$ cat config.mk
export PLATFORM = sky130hd
export DESIGN_NAME = fcfs_schedule_timing_flat
export DESIGN_NICKNAME = d
export VERILOG_FILES = /design/src/rtl/fst_pkg.sv /design/src/rtl/fst_proc_if.sv /design/src/rtl/fst_res_if.sv /design/src/rtl/fcfs_schedule_timing.sv /design/src/rtl/fst_time_alu.sv /design/src/flat_wrapper.sv
export SDC_FILE = /design/constraint.sdc
export NUM_CORES = 2
export LEC_CHECK = 0
export ABC_AREA = 1
export BUFFER_PORTS_ARGS = -buffer_cell sky130_fd_sc_hd__buf_2
export CORE_MARGIN = 3
export CORE_UTILIZATION = 50
export DETAILED_ROUTE_END_ITERATION = 6
export HOLD_SLACK_MARGIN = 0.06
export PLACE_DENSITY_LB_ADDON = 0.05
export SLEW_MARGIN = 30
export SYNTH_ARGS = -nofsm -noshare
export SYNTH_HDL_FRONTEND = slang
export SYNTH_HIERARCHICAL = 1
export SYNTH_SLANG_ARGS = --single-unit
$ cat constraint.sdc
create_clock -name clk_i -period 23.3 [get_ports clk_i]
set_input_delay 3.495 -clock clk_i [delete_from_list [all_inputs] [get_ports clk_i]]
set_output_delay 3.495 -clock clk_i [all_outputs]
set_load 0.05 [all_outputs]
$ cat src/rtl/fst_pkg.sv
package fst_pkg;

  // Defaults for the top-level parameters.
  localparam int unsigned MAX_PROCS_DEF = 32;
  localparam int unsigned TIME_BITS_DEF = 16;

  // Field widths on the channels.
  localparam int unsigned IN_W    = 16;
  localparam int unsigned POS_W   = 5;
  localparam int unsigned TIME_W  = 22;
  localparam int unsigned TOTAL_W = 27;

  // Completion is carried unsaturated. Sixty-four bursts of 16-bit length after
  // a 16-bit arrival stay below 2^23.
  localparam int unsigned DONE_W = 23;

  localparam logic [TIME_W-1:0]  TIME_FIELD_MAX  = '1;
  localparam logic [TOTAL_W-1:0] TOTAL_FIELD_MAX = '1;

  typedef struct packed {
    logic [DONE_W-1:0]  prev_done;
    logic [IN_W-1:0]    arrival;
    logic [IN_W-1:0]    burst;
    logic [TOTAL_W-1:0] tot_wait;
    logic [TOTAL_W-1:0] tot_turn;
  } alu_op_t;

  typedef struct packed {
    logic               later;
    logic [DONE_W-1:0]  done_raw;
    logic [TIME_W-1:0]  done_sat;
    logic [TIME_W-1:0]  wait_sat;
    logic [TIME_W-1:0]  turn_sat;
    logic [TOTAL_W-1:0] tot_wait;
    logic [TOTAL_W-1:0] tot_turn;
  } alu_res_t;

endpackage

$ cat src/rtl/fst_proc_if.sv
interface fst_proc_if;
  import fst_pkg::*;

  logic            valid;
  logic            ready;
  logic [IN_W-1:0] arrival_time;
  logic [IN_W-1:0] burst_time;
  logic            last_process;

  modport source (output valid, arrival_time, burst_time, last_process, input ready);
  modport sink   (input valid, arrival_time, burst_time, last_process, output ready);
endinterface

$ cat src/rtl/fst_res_if.sv
interface fst_res_if;
  import fst_pkg::*;

  logic               valid;
  logic               ready;
  logic [POS_W-1:0]   position;
  logic [IN_W-1:0]    sorted_arrival;
  logic [IN_W-1:0]    sorted_burst;
  logic [TIME_W-1:0]  completion_time;
  logic [TIME_W-1:0]  waiting_time;
  logic [TIME_W-1:0]  turnaround_time;
  logic [TOTAL_W-1:0] total_waiting;
  logic [TOTAL_W-1:0] total_turnaround;
  logic               end_of_run;
  logic               overflow_flag;

  modport source (output valid, position, sorted_arrival, sorted_burst, completion_time,
                  waiting_time, turnaround_time, total_waiting, total_turnaround,
                  end_of_run, overflow_flag, input ready);
  modport sink   (input valid, position, sorted_arrival, sorted_burst, completion_time,
                  waiting_time, turnaround_time, total_waiting, total_turnaround,
                  end_of_run, overflow_flag, output ready);
endinterface

$ cat src/rtl/fcfs_schedule_timing.sv
// First-come-first-served schedule timing.
// proc_i carries one process per beat: arrival time, burst time and a last flag.
// Each process is placed in an on-chip store, kept stably sorted by arrival,
// by an insertion step that reads, compares and moves one entry at a time
// through a single read port and a single write port. proc_i.ready stays low
// while a process is being inserted. A process that arrives while the store
// is full is dropped and the run is marked as overflowed.
// After the beat flagged last has been stored, res_o gives one beat per stored
// process in arrival order; each beat takes a store read, one pass through
// the shared timing unit, and the output register. The timing unit also does
// the compare of the insertion step.
// When the receiver stalls, the result is held in the output register and the
// sequencer waits; proc_i stays not ready until the whole run has gone.
// The final beat of a run carries end_of_run, after which the store counts as
// empty. Reset empties the store and clears the overflow mark; the store
// contents themselves need no clearing.
module fcfs_schedule_timing #(
  parameter int unsigned MAX_PROCS = fst_pkg::MAX_PROCS_DEF,
  parameter int unsigned TIME_BITS = fst_pkg::TIME_BITS_DEF
) (
  input  logic            clk_i,
  input  logic            rst_ni,
  fst_proc_if.sink        proc_i,
  fst_res_if.source       res_o
);
  import fst_pkg::*;

  localparam int unsigned SW     = (TIME_BITS < IN_W) ? TIME_BITS : IN_W;
  localparam int unsigned ADDR_W = (MAX_PROCS > 1) ? $clog2(MAX_PROCS) : 1;
  localparam int unsigned CNT_W  = $clog2(MAX_PROCS + 1);

  localparam logic [2:0] S_IDLE      = 3'd0;
  localparam logic [2:0] S_INS_RD    = 3'd1;
  localparam logic [2:0] S_INS_CMP   = 3'd2;
  localparam logic [2:0] S_INS_WR    = 3'd3;
  localparam logic [2:0] S_EMIT_RD   = 3'd4;
  localparam logic [2:0] S_EMIT_CALC = 3'd5;
  localparam logic [2:0] S_EMIT_OUT  = 3'd6;

  // Store: burst in the low half, arrival in the high half.
  logic [2*SW-1:0] mem [MAX_PROCS];
  logic [2*SW-1:0] rd_q;
  logic            rd_en;
  logic [ADDR_W-1:0] rd_addr;
  logic            wr_en;
  logic [ADDR_W-1:0] wr_addr;
  logic [2*SW-1:0] wr_data;

  logic [2:0]        state_q, state_d;
  logic [CNT_W-1:0]  count_q, count_d;
  logic              dropped_q, dropped_d;
  logic [ADDR_W-1:0] j_q, j_d;
  logic [ADDR_W-1:0] k_q, k_d;
  logic [SW-1:0]     new_arr_q, new_arr_d;
  logic [SW-1:0]     new_bur_q, new_bur_d;
  logic              new_last_q, new_last_d;
  logic [DONE_W-1:0]  prev_q, prev_d;
  logic [TOTAL_W-1:0] tot_w_q, tot_w_d;
  logic [TOTAL_W-1:0] tot_t_q, tot_t_d;
  logic              out_valid_q, out_valid_d;
  logic              load_out;

  logic [POS_W-1:0]   pos_q;
  logic [IN_W-1:0]    s_arr_q, s_bur_q;
  logic [TIME_W-1:0]  done_q, wait_q, turn_q;
  logic [TOTAL_W-1:0] ow_q, ot_q;
  logic               eor_q, ovf_q;

  logic [SW-1:0] rd_arr, rd_bur;
  logic          in_beat, out_beat, is_final;
  alu_op_t       alu_op;
  alu_res_t      alu_res;

  assign rd_arr = rd_q[2*SW-1:SW];
  assign rd_bur = rd_q[SW-1:0];

  always_ff @(posedge clk_i) begin
    if (wr_en) begin
      mem[wr_addr] <= wr_data;
    end
    if (rd_en) begin
      rd_q <= mem[rd_addr];
    end
  end

  // During insertion the unit compares a stored arrival against the new one;
  // during emission it works out the timing of one stored process.
  always_comb begin
    alu_op = '0;
    if (state_q == S_INS_CMP) begin
      alu_op.prev_done = DONE_W'(rd_arr);
      alu_op.arrival   = IN_W'(new_arr_q);
    end else begin
      alu_op.prev_done = prev_q;
      alu_op.arrival   = IN_W'(rd_arr);
      alu_op.burst     = IN_W'(rd_bur);
      alu_op.tot_wait  = tot_w_q;
      alu_op.tot_turn  = tot_t_q;
    end
  end

  fst_time_alu u_alu (
    .op_i  (alu_op),
    .res_o (alu_res)
  );

  assign proc_i.ready = (state_q == S_IDLE);
  assign in_beat      = proc_i.valid && proc_i.ready;
  assign out_beat     = out_valid_q && res_o.ready;
  assign is_final     = (CNT_W'(k_q) + CNT_W'(1)) == count_q;

  always_comb begin
    state_d     = state_q;
    count_d     = count_q;
    dropped_d   = dropped_q;
    j_d         = j_q;
    k_d         = k_q;
    new_arr_d   = new_arr_q;
    new_bur_d   = new_bur_q;
    new_last_d  = new_last_q;
    prev_d      = prev_q;
    tot_w_d     = tot_w_q;
    tot_t_d     = tot_t_q;
    out_valid_d = out_valid_q;
    load_out    = 1'b0;
    rd_en       = 1'b0;
    rd_addr     = j_q - ADDR_W'(1);
    wr_en       = 1'b0;
    wr_addr     = j_q;
    wr_data     = {new_arr_q, new_bur_q};

    unique case (state_q)
      S_IDLE: begin
        if (in_beat) begin
          new_arr_d  = proc_i.arrival_time[SW-1:0];
          new_bur_d  = proc_i.burst_time[SW-1:0];
          new_last_d = proc_i.last_process;
          k_d        = '0;
          if (count_q < CNT_W'(MAX_PROCS)) begin
            j_d     = ADDR_W'(count_q);
            state_d = (count_q == '0) ? S_INS_WR : S_INS_RD;
          end else begin
            dropped_d = 1'b1;
            if (proc_i.last_process) begin
              state_d = S_EMIT_RD;
            end
          end
        end
      end
      S_INS_RD: begin
        rd_en   = 1'b1;
        state_d = S_INS_CMP;
      end
      S_INS_CMP: begin
        if (alu_res.later) begin
          wr_en   = 1'b1;
          wr_data = rd_q;
          j_d     = j_q - ADDR_W'(1);
          state_d = (j_q == ADDR_W'(1)) ? S_INS_WR : S_INS_RD;
        end else begin
          state_d = S_INS_WR;
        end
      end
      S_INS_WR: begin
        wr_en   = 1'b1;
        count_d = count_q + CNT_W'(1);
        state_d = new_last_q ? S_EMIT_RD : S_IDLE;
      end
      S_EMIT_RD: begin
        rd_en   = 1'b1;
        rd_addr = k_q;
        state_d = S_EMIT_CALC;
      end
      S_EMIT_CALC: begin
        load_out    = 1'b1;
        out_valid_d = 1'b1;
        prev_d      = alu_res.done_raw;
        tot_w_d     = alu_res.tot_wait;
        tot_t_d     = alu_res.tot_turn;
        state_d     = S_EMIT_OUT;
      end
      S_EMIT_OUT: begin
        if (out_beat) begin
          out_valid_d = 1'b0;
          if (is_final) begin
            count_d   = '0;
            dropped_d = 1'b0;
            prev_d    = '0;
            tot_w_d   = '0;
            tot_t_d   = '0;
            state_d   = S_IDLE;
          end else begin
            k_d     = k_q + ADDR_W'(1);
            state_d = S_EMIT_RD;
          end
        end
      end
      default: begin
        state_d = S_IDLE;
      end
    endcase
  end

  always_ff @(posedge clk_i or negedge rst_ni) begin
    if (!rst_ni) begin
      state_q     <= S_IDLE;
      count_q     <= '0;
      dropped_q   <= 1'b0;
      j_q         <= '0;
      k_q         <= '0;
      new_last_q  <= 1'b0;
      prev_q      <= '0;
      tot_w_q     <= '0;
      tot_t_q     <= '0;
      out_valid_q <= 1'b0;
    end else begin
      state_q     <= state_d;
      count_q     <= count_d;
      dropped_q   <= dropped_d;
      j_q         <= j_d;
      k_q         <= k_d;
      new_last_q  <= new_last_d;
      prev_q      <= prev_d;
      tot_w_q     <= tot_w_d;
      tot_t_q     <= tot_t_d;
      out_valid_q <= out_valid_d;
    end
  end

  always_ff @(posedge clk_i) begin
    new_arr_q <= new_arr_d;
    new_bur_q <= new_bur_d;
    if (load_out) begin
      pos_q   <= POS_W'(k_q);
      s_arr_q <= IN_W'(rd_arr);
      s_bur_q <= IN_W'(rd_bur);
      done_q  <= alu_res.done_sat;
      wait_q  <= alu_res.wait_sat;
      turn_q  <= alu_res.turn_sat;
      ow_q    <= alu_res.tot_wait;
      ot_q    <= alu_res.tot_turn;
      eor_q   <= is_final;
      ovf_q   <= dropped_q;
    end
  end

  assign res_o.valid            = out_valid_q;
  assign res_o.position         = pos_q;
  assign res_o.sorted_arrival   = s_arr_q;
  assign res_o.sorted_burst     = s_bur_q;
  assign res_o.completion_time  = done_q;
  assign res_o.waiting_time     = wait_q;
  assign res_o.turnaround_time  = turn_q;
  assign res_o.total_waiting    = ow_q;
  assign res_o.total_turnaround = ot_q;
  assign res_o.end_of_run       = eor_q;
  assign res_o.overflow_flag    = ovf_q;

  a_out_only_in_emit: assert property (@(posedge clk_i) disable iff (!rst_ni)
    out_valid_q |-> (state_q == S_EMIT_OUT))
    else $error("result valid outside the emit wait state");

  a_count_bounded: assert property (@(posedge clk_i) disable iff (!rst_ni)
    count_q <= CNT_W'(MAX_PROCS))
    else $error("entry count beyond capacity");

  a_run_clears: assert property (@(posedge clk_i) disable iff (!rst_ni)
    (out_beat && eor_q) |=> (count_q == '0) && !dropped_q && (state_q == S_IDLE))
    else $error("store not cleared after the final beat of a run");

  a_emit_nonempty: assert property (@(posedge clk_i) disable iff (!rst_ni)
    (state_q == S_EMIT_RD) |-> (CNT_W'(k_q) < count_q))
    else $error("emission reads beyond the stored entries");

endmodule

$ cat src/rtl/fst_time_alu.sv
module fst_time_alu (
  input  fst_pkg::alu_op_t  op_i,
  output fst_pkg::alu_res_t res_o
);
  import fst_pkg::*;

  logic [DONE_W-1:0]    arr_ext;
  logic [DONE_W-1:0]    start;
  logic [DONE_W-1:0]    wait_raw;
  logic [DONE_W-1:0]    turn_raw;
  logic [TOTAL_W:0]     sum_wait;
  logic [TOTAL_W:0]     sum_turn;

  // The compare also serves the insertion sort: there prev_done holds a stored
  // arrival and the flag says it is later than the new one.
  assign arr_ext     = DONE_W'(op_i.arrival);
  assign res_o.later = op_i.prev_done > arr_ext;

  assign start    = res_o.later ? op_i.prev_done : arr_ext;
  assign wait_raw = start - arr_ext;
  assign res_o.done_raw = start + DONE_W'(op_i.burst);
  assign turn_raw = wait_raw + DONE_W'(op_i.burst);

  assign res_o.done_sat = (res_o.done_raw > DONE_W'(TIME_FIELD_MAX)) ? TIME_FIELD_MAX
                                                                     : res_o.done_raw[TIME_W-1:0];
  assign res_o.wait_sat = (wait_raw > DONE_W'(TIME_FIELD_MAX)) ? TIME_FIELD_MAX
                                                               : wait_raw[TIME_W-1:0];
  assign res_o.turn_sat = (turn_raw > DONE_W'(TIME_FIELD_MAX)) ? TIME_FIELD_MAX
                                                               : turn_raw[TIME_W-1:0];

  assign sum_wait = (TOTAL_W+1)'(op_i.tot_wait) + (TOTAL_W+1)'(res_o.wait_sat);
  assign sum_turn = (TOTAL_W+1)'(op_i.tot_turn) + (TOTAL_W+1)'(res_o.turn_sat);

  assign res_o.tot_wait = sum_wait[TOTAL_W] ? TOTAL_FIELD_MAX : sum_wait[TOTAL_W-1:0];
  assign res_o.tot_turn = sum_turn[TOTAL_W] ? TOTAL_FIELD_MAX : sum_turn[TOTAL_W-1:0];

endmodule
$ cat src/flat_wrapper.sv
// flat-port wrapper written by rule: the top's interface ports become plain ports
module fcfs_schedule_timing_flat import fst_pkg::*;
#(
  parameter int unsigned MAX_PROCS = fst_pkg::MAX_PROCS_DEF,
  parameter int unsigned TIME_BITS = fst_pkg::TIME_BITS_DEF
)
  (clk_i, rst_ni, proc_i_valid, proc_i_arrival_time, proc_i_burst_time, proc_i_last_process, proc_i_ready, res_o_valid, res_o_position, res_o_sorted_arrival, res_o_sorted_burst, res_o_completion_time, res_o_waiting_time, res_o_turnaround_time, res_o_total_waiting, res_o_total_turnaround, res_o_end_of_run, res_o_overflow_flag, res_o_ready);
  fst_proc_if proc_i_i ();
  fst_res_if res_o_i ();
  input  logic clk_i;
  input  logic rst_ni;
  input wire logic [$bits(proc_i_i.valid)-1:0] proc_i_valid;
  input wire logic [$bits(proc_i_i.arrival_time)-1:0] proc_i_arrival_time;
  input wire logic [$bits(proc_i_i.burst_time)-1:0] proc_i_burst_time;
  input wire logic [$bits(proc_i_i.last_process)-1:0] proc_i_last_process;
  output wire logic [$bits(proc_i_i.ready)-1:0] proc_i_ready;
  output wire logic [$bits(res_o_i.valid)-1:0] res_o_valid;
  output wire logic [$bits(res_o_i.position)-1:0] res_o_position;
  output wire logic [$bits(res_o_i.sorted_arrival)-1:0] res_o_sorted_arrival;
  output wire logic [$bits(res_o_i.sorted_burst)-1:0] res_o_sorted_burst;
  output wire logic [$bits(res_o_i.completion_time)-1:0] res_o_completion_time;
  output wire logic [$bits(res_o_i.waiting_time)-1:0] res_o_waiting_time;
  output wire logic [$bits(res_o_i.turnaround_time)-1:0] res_o_turnaround_time;
  output wire logic [$bits(res_o_i.total_waiting)-1:0] res_o_total_waiting;
  output wire logic [$bits(res_o_i.total_turnaround)-1:0] res_o_total_turnaround;
  output wire logic [$bits(res_o_i.end_of_run)-1:0] res_o_end_of_run;
  output wire logic [$bits(res_o_i.overflow_flag)-1:0] res_o_overflow_flag;
  input wire logic [$bits(res_o_i.ready)-1:0] res_o_ready;
  assign proc_i_i.valid = proc_i_valid;
  assign proc_i_i.arrival_time = proc_i_arrival_time;
  assign proc_i_i.burst_time = proc_i_burst_time;
  assign proc_i_i.last_process = proc_i_last_process;
  assign proc_i_ready = proc_i_i.ready;
  assign res_o_valid = res_o_i.valid;
  assign res_o_position = res_o_i.position;
  assign res_o_sorted_arrival = res_o_i.sorted_arrival;
  assign res_o_sorted_burst = res_o_i.sorted_burst;
  assign res_o_completion_time = res_o_i.completion_time;
  assign res_o_waiting_time = res_o_i.waiting_time;
  assign res_o_turnaround_time = res_o_i.turnaround_time;
  assign res_o_total_waiting = res_o_i.total_waiting;
  assign res_o_total_turnaround = res_o_i.total_turnaround;
  assign res_o_end_of_run = res_o_i.end_of_run;
  assign res_o_overflow_flag = res_o_i.overflow_flag;
  assign res_o_i.ready = res_o_ready;
  fcfs_schedule_timing #(.MAX_PROCS(MAX_PROCS), .TIME_BITS(TIME_BITS)) u_core (.clk_i(clk_i), .rst_ni(rst_ni), .proc_i(proc_i_i), .res_o(res_o_i));
endmodule
==> impl_metrics.env <==
export IMPL_cp_start_kind="register"
export IMPL_numPortBuffers=197
export IMPL_drive_above_1_share_pct=9.580
export IMPL_synth_distinct_cells=61
export IMPL_cts_buffers=147
export IMPL_postCtsResizedCells=0
export IMPL_die_area_um2=134400
export IMPL_worstMarginPinSlew_ps=1108
export IMPL_clockRootBuffer="clkbuf_16"
export IMPL_grt_first_pass_wirelength_um=292600
export IMPL_ctsHtreeMaxLevel=4
export IMPL_mostFrequentLayoutCells="nand2_1 (1,798), inv_1 (1,328), edfxtp_1 (1,247)"
export IMPL_core_area_um2=128300
export IMPL_vias=47060
export IMPL_min_period_over_period_pct=46.49
export IMPL_num_rows=131
export IMPL_final_setup_skew_ps=35.82
export IMPL_crit_top_cell="nand2_1"
export IMPL_nFillCells=11290
export IMPL_wl_per_cell_um=22.17
export IMPL_endpoint_kind="register"
export IMPL_totalWireLength_um=195000
export IMPL_path_clk_slew_ps=60
export IMPL_die_y_um=366.5
export IMPL_syn_area_um2=64990
export IMPL_grt_ovfl_total=0
export IMPL_cp_arrival_ps=11530
export IMPL_cp_required_ps=24000
export IMPL_synth_seq_cells=1346
export IMPL_dr_pass1_iters=6
export IMPL_critical_path_top_delay_family="simple AND/OR/NAND/NOR gates"
export IMPL_synth_warning_count=6
export IMPL_cts_path_max_buffers=3
export IMPL_slowest_stage="nand3_1"
export IMPL_final_common_cell="nand2_1"
export IMPL_holdBufCountCts=0
export IMPL_ios=198
export IMPL_drv_cap=0
export IMPL_grt_max_degree=177
export IMPL_period_needed_ps=10830
export IMPL_netlist_instances=6811
export IMPL_drc=0
export IMPL_cts_tree="built"
export IMPL_setup_tns_final_ps=0
export IMPL_hold_viol_final=0
export IMPL_hold_class="reg -> reg"
export IMPL_start_util_pct=50.64
export IMPL_async_reset_ff_share_pct=7.355
export IMPL_synth_main_ff_cell="edfxtp_1"
export IMPL_gp_congestion=0.9310
export IMPL_crit_type="reg -> reg"
export IMPL_status="finished, final reports clean"
export IMPL_critPathBufInv=9
export IMPL_path_max_fanout=82
export IMPL_antenna_left=0
export IMPL_post_cts_buffers=0
export IMPL_ys_seq_area_share_pct=61.43
export IMPL_nets=7108
export IMPL_clk_latency_ps=790
export IMPL_drt_iter0_drc=4676
export IMPL_cts_sinks=1346
export IMPL_grt_pass1_vias=44410
export IMPL_syn_to_final_growth_pct=11.72
export IMPL_fmaxAchievable_mhz=92.32
export IMPL_syn_nets=6971
export IMPL_antenna_found_initial=5
export IMPL_viasPerCell=5.349
export IMPL_rsz0062_at_grt="false"
export IMPL_multi_input_area_um2=19080
export IMPL_synth_area_per_cell_um2=9.543
export IMPL_synth_edf_count=1247
export IMPL_dp_hpwl_um=118500
export IMPL_hp_start="u_core/rd_q[22]$_DFFE_PP_"
export IMPL_critPathLaunch="u_core/state_q[2]$_DFFE_PN0P_"
export IMPL_grt_usage_pct=28.98
export IMPL_dieWidth_um=366.5
export IMPL_slowest_delay_ps=740
export IMPL_r2r_start="u_core/state_q[2]$_DFFE_PN0P_"
export IMPL_maxSlewHeadroom_pct=26.16
export IMPL_setup_violations_final=0
export IMPL_regArea_um2=39920
export IMPL_slew_viol_final=0
[synth_stat cells, types with 13 or more instances]
cell / number / area, um^2
ha_1: 118 / 1476
nor2_1: 120 / 450.4
o21ai_0: 112 / 560.5
nand3_1: 1242 / 6216
nand3_2: 27 / 270.3
nand4_1: 37 / 231.5
nand2_2: 22 / 137.6
inv_1: 1330 / 4992
buf_1: 16 / 60.06
buf_4: 13 / 97.59
buf_2: 166 / 830.8
clkbuf_1: 97 / 364.1
a21oi_1: 102 / 510.5
nand2_1: 1819 / 6828
inv_2: 14 / 52.55
xnor2_1: 26 / 227.7
xor2_1: 41 / 359.1
edfxtp_1: 1247 / 37450
nor3_1: 20 / 100.1
dfrtp_1: 99 / 2477
[metrics by stage]
step,hold slack (ps),instance area [um^2],setup slack [ps],util [%],cells
floorplan,418.6,64990,15580,-,6811
global placement,441.6,67870,12690,52.88,8526
detailed placement,439.4,67910,12560,52.91,8526
CTS,450.9,72540,12530,56.52,8794
global route,468.2,72610,11350,56.58,8796
finish,451.1,72610,12470,56.58,8798
[layer usage]
metal / GRT usage [%] / part of all wire, % / vias to the layer above / routed length, um
li1: - / - / 22410 / -
met1: 40.88 / 44 / 22710 / 85020
met2: 47.25 / 47 / 1679 / 92020
met3: 4.255 / 6.9 / 261 / 13400
met4: 7.485 / 2.3 / 2 / 4571
met5: 0 / 0.0067 / - / 13
[final timing paths]
path / endpoint / depth (start not counted) / slack (ps)
max in group asynchronous: u_core/tot_t_q[12]$_DFFE_PN0P_ / 2 / 19220
setup / recovery: u_core/tot_t_q[2]$_DFFE_PN0P_ / 47 / 12470
hold reg to reg: u_core/res_o.sorted_arrival[6]$_DFFE_PP_ / 0 / 450
hold / removal: u_core/res_o.sorted_arrival[6]$_DFFE_PP_ / 0 / 450
setup reg to reg: u_core/tot_t_q[2]$_DFFE_PN0P_ / 47 / 12470
min in group asynchronous: u_core/tot_w_q[21]$_DFFE_PN0P_ / 1 / 2760
[worst register-to-register path, delay by kind of cell, from the launching register on]
| family | cells | cell delay (ps) |
|---|---|---|
| AND/OR/NAND/NOR | 28 | 5980 |
| AO/OA/AOI/OAI | 6 | 1280 |
| adder cells (fa/ha/maj) | 4 | 1390 |
| buffers and inverters | 9 | 1580 |
| flip-flops | 1 | 520 |
[layout make-up]
cell class	instances	area share (%)
antenna	2	0.006892
clock inverter	78	0.9460
clock buffer	190	5.431
multi-input combinational	3822	26.28
tap	1729	2.979
inverter	1346	6.984
sequential	1346	54.98
timing repair buffer	285	2.393
[cell families (layout without fill, tap and decap cells)]
kind of cell / Yosys count / after routing / share of synthesized area [%]
adders and majority gates: 123 / 123 / 2.426
buffers and inverters: 1643 / 1899 / 9.960
and+or+nand+nor: 3345 / 3345 / 22.79
AOI/OAI and AO/OA: 287 / 287 / 2.495
other: 0 / 2 / 0
xor gates and xnor gates: 67 / 67 / 0.9029
DFF: 1346 / 1346 / 61.43
[state kept, by name (all words and copies together), names as in the netlist, 3 cells and up]
signal	cells
u_core/prev_q	23
u_core/res_o.sorted_arrival	16
u_core/res_o.turnaround_time	22
u_core/count_q	6
u_core/j_q	5
u_core/res_o.waiting_time	22
u_core/rd_q	32
u_core/tot_t_q	27
u_core/tot_w_q	27
u_core/mem	1024
u_core/new_arr_q	16
u_core/res_o.sorted_burst	16
u_core/res_o.total_turnaround	27
u_core/res_o.position	5
u_core/k_q	5
u_core/res_o.completion_time	22
u_core/res_o.total_waiting	27
u_core/state_q	3
u_core/new_bur_q	16
Power is not shown: default switching activity piles up to over one toggle a cycle in this logic, so the estimate is an artifact.
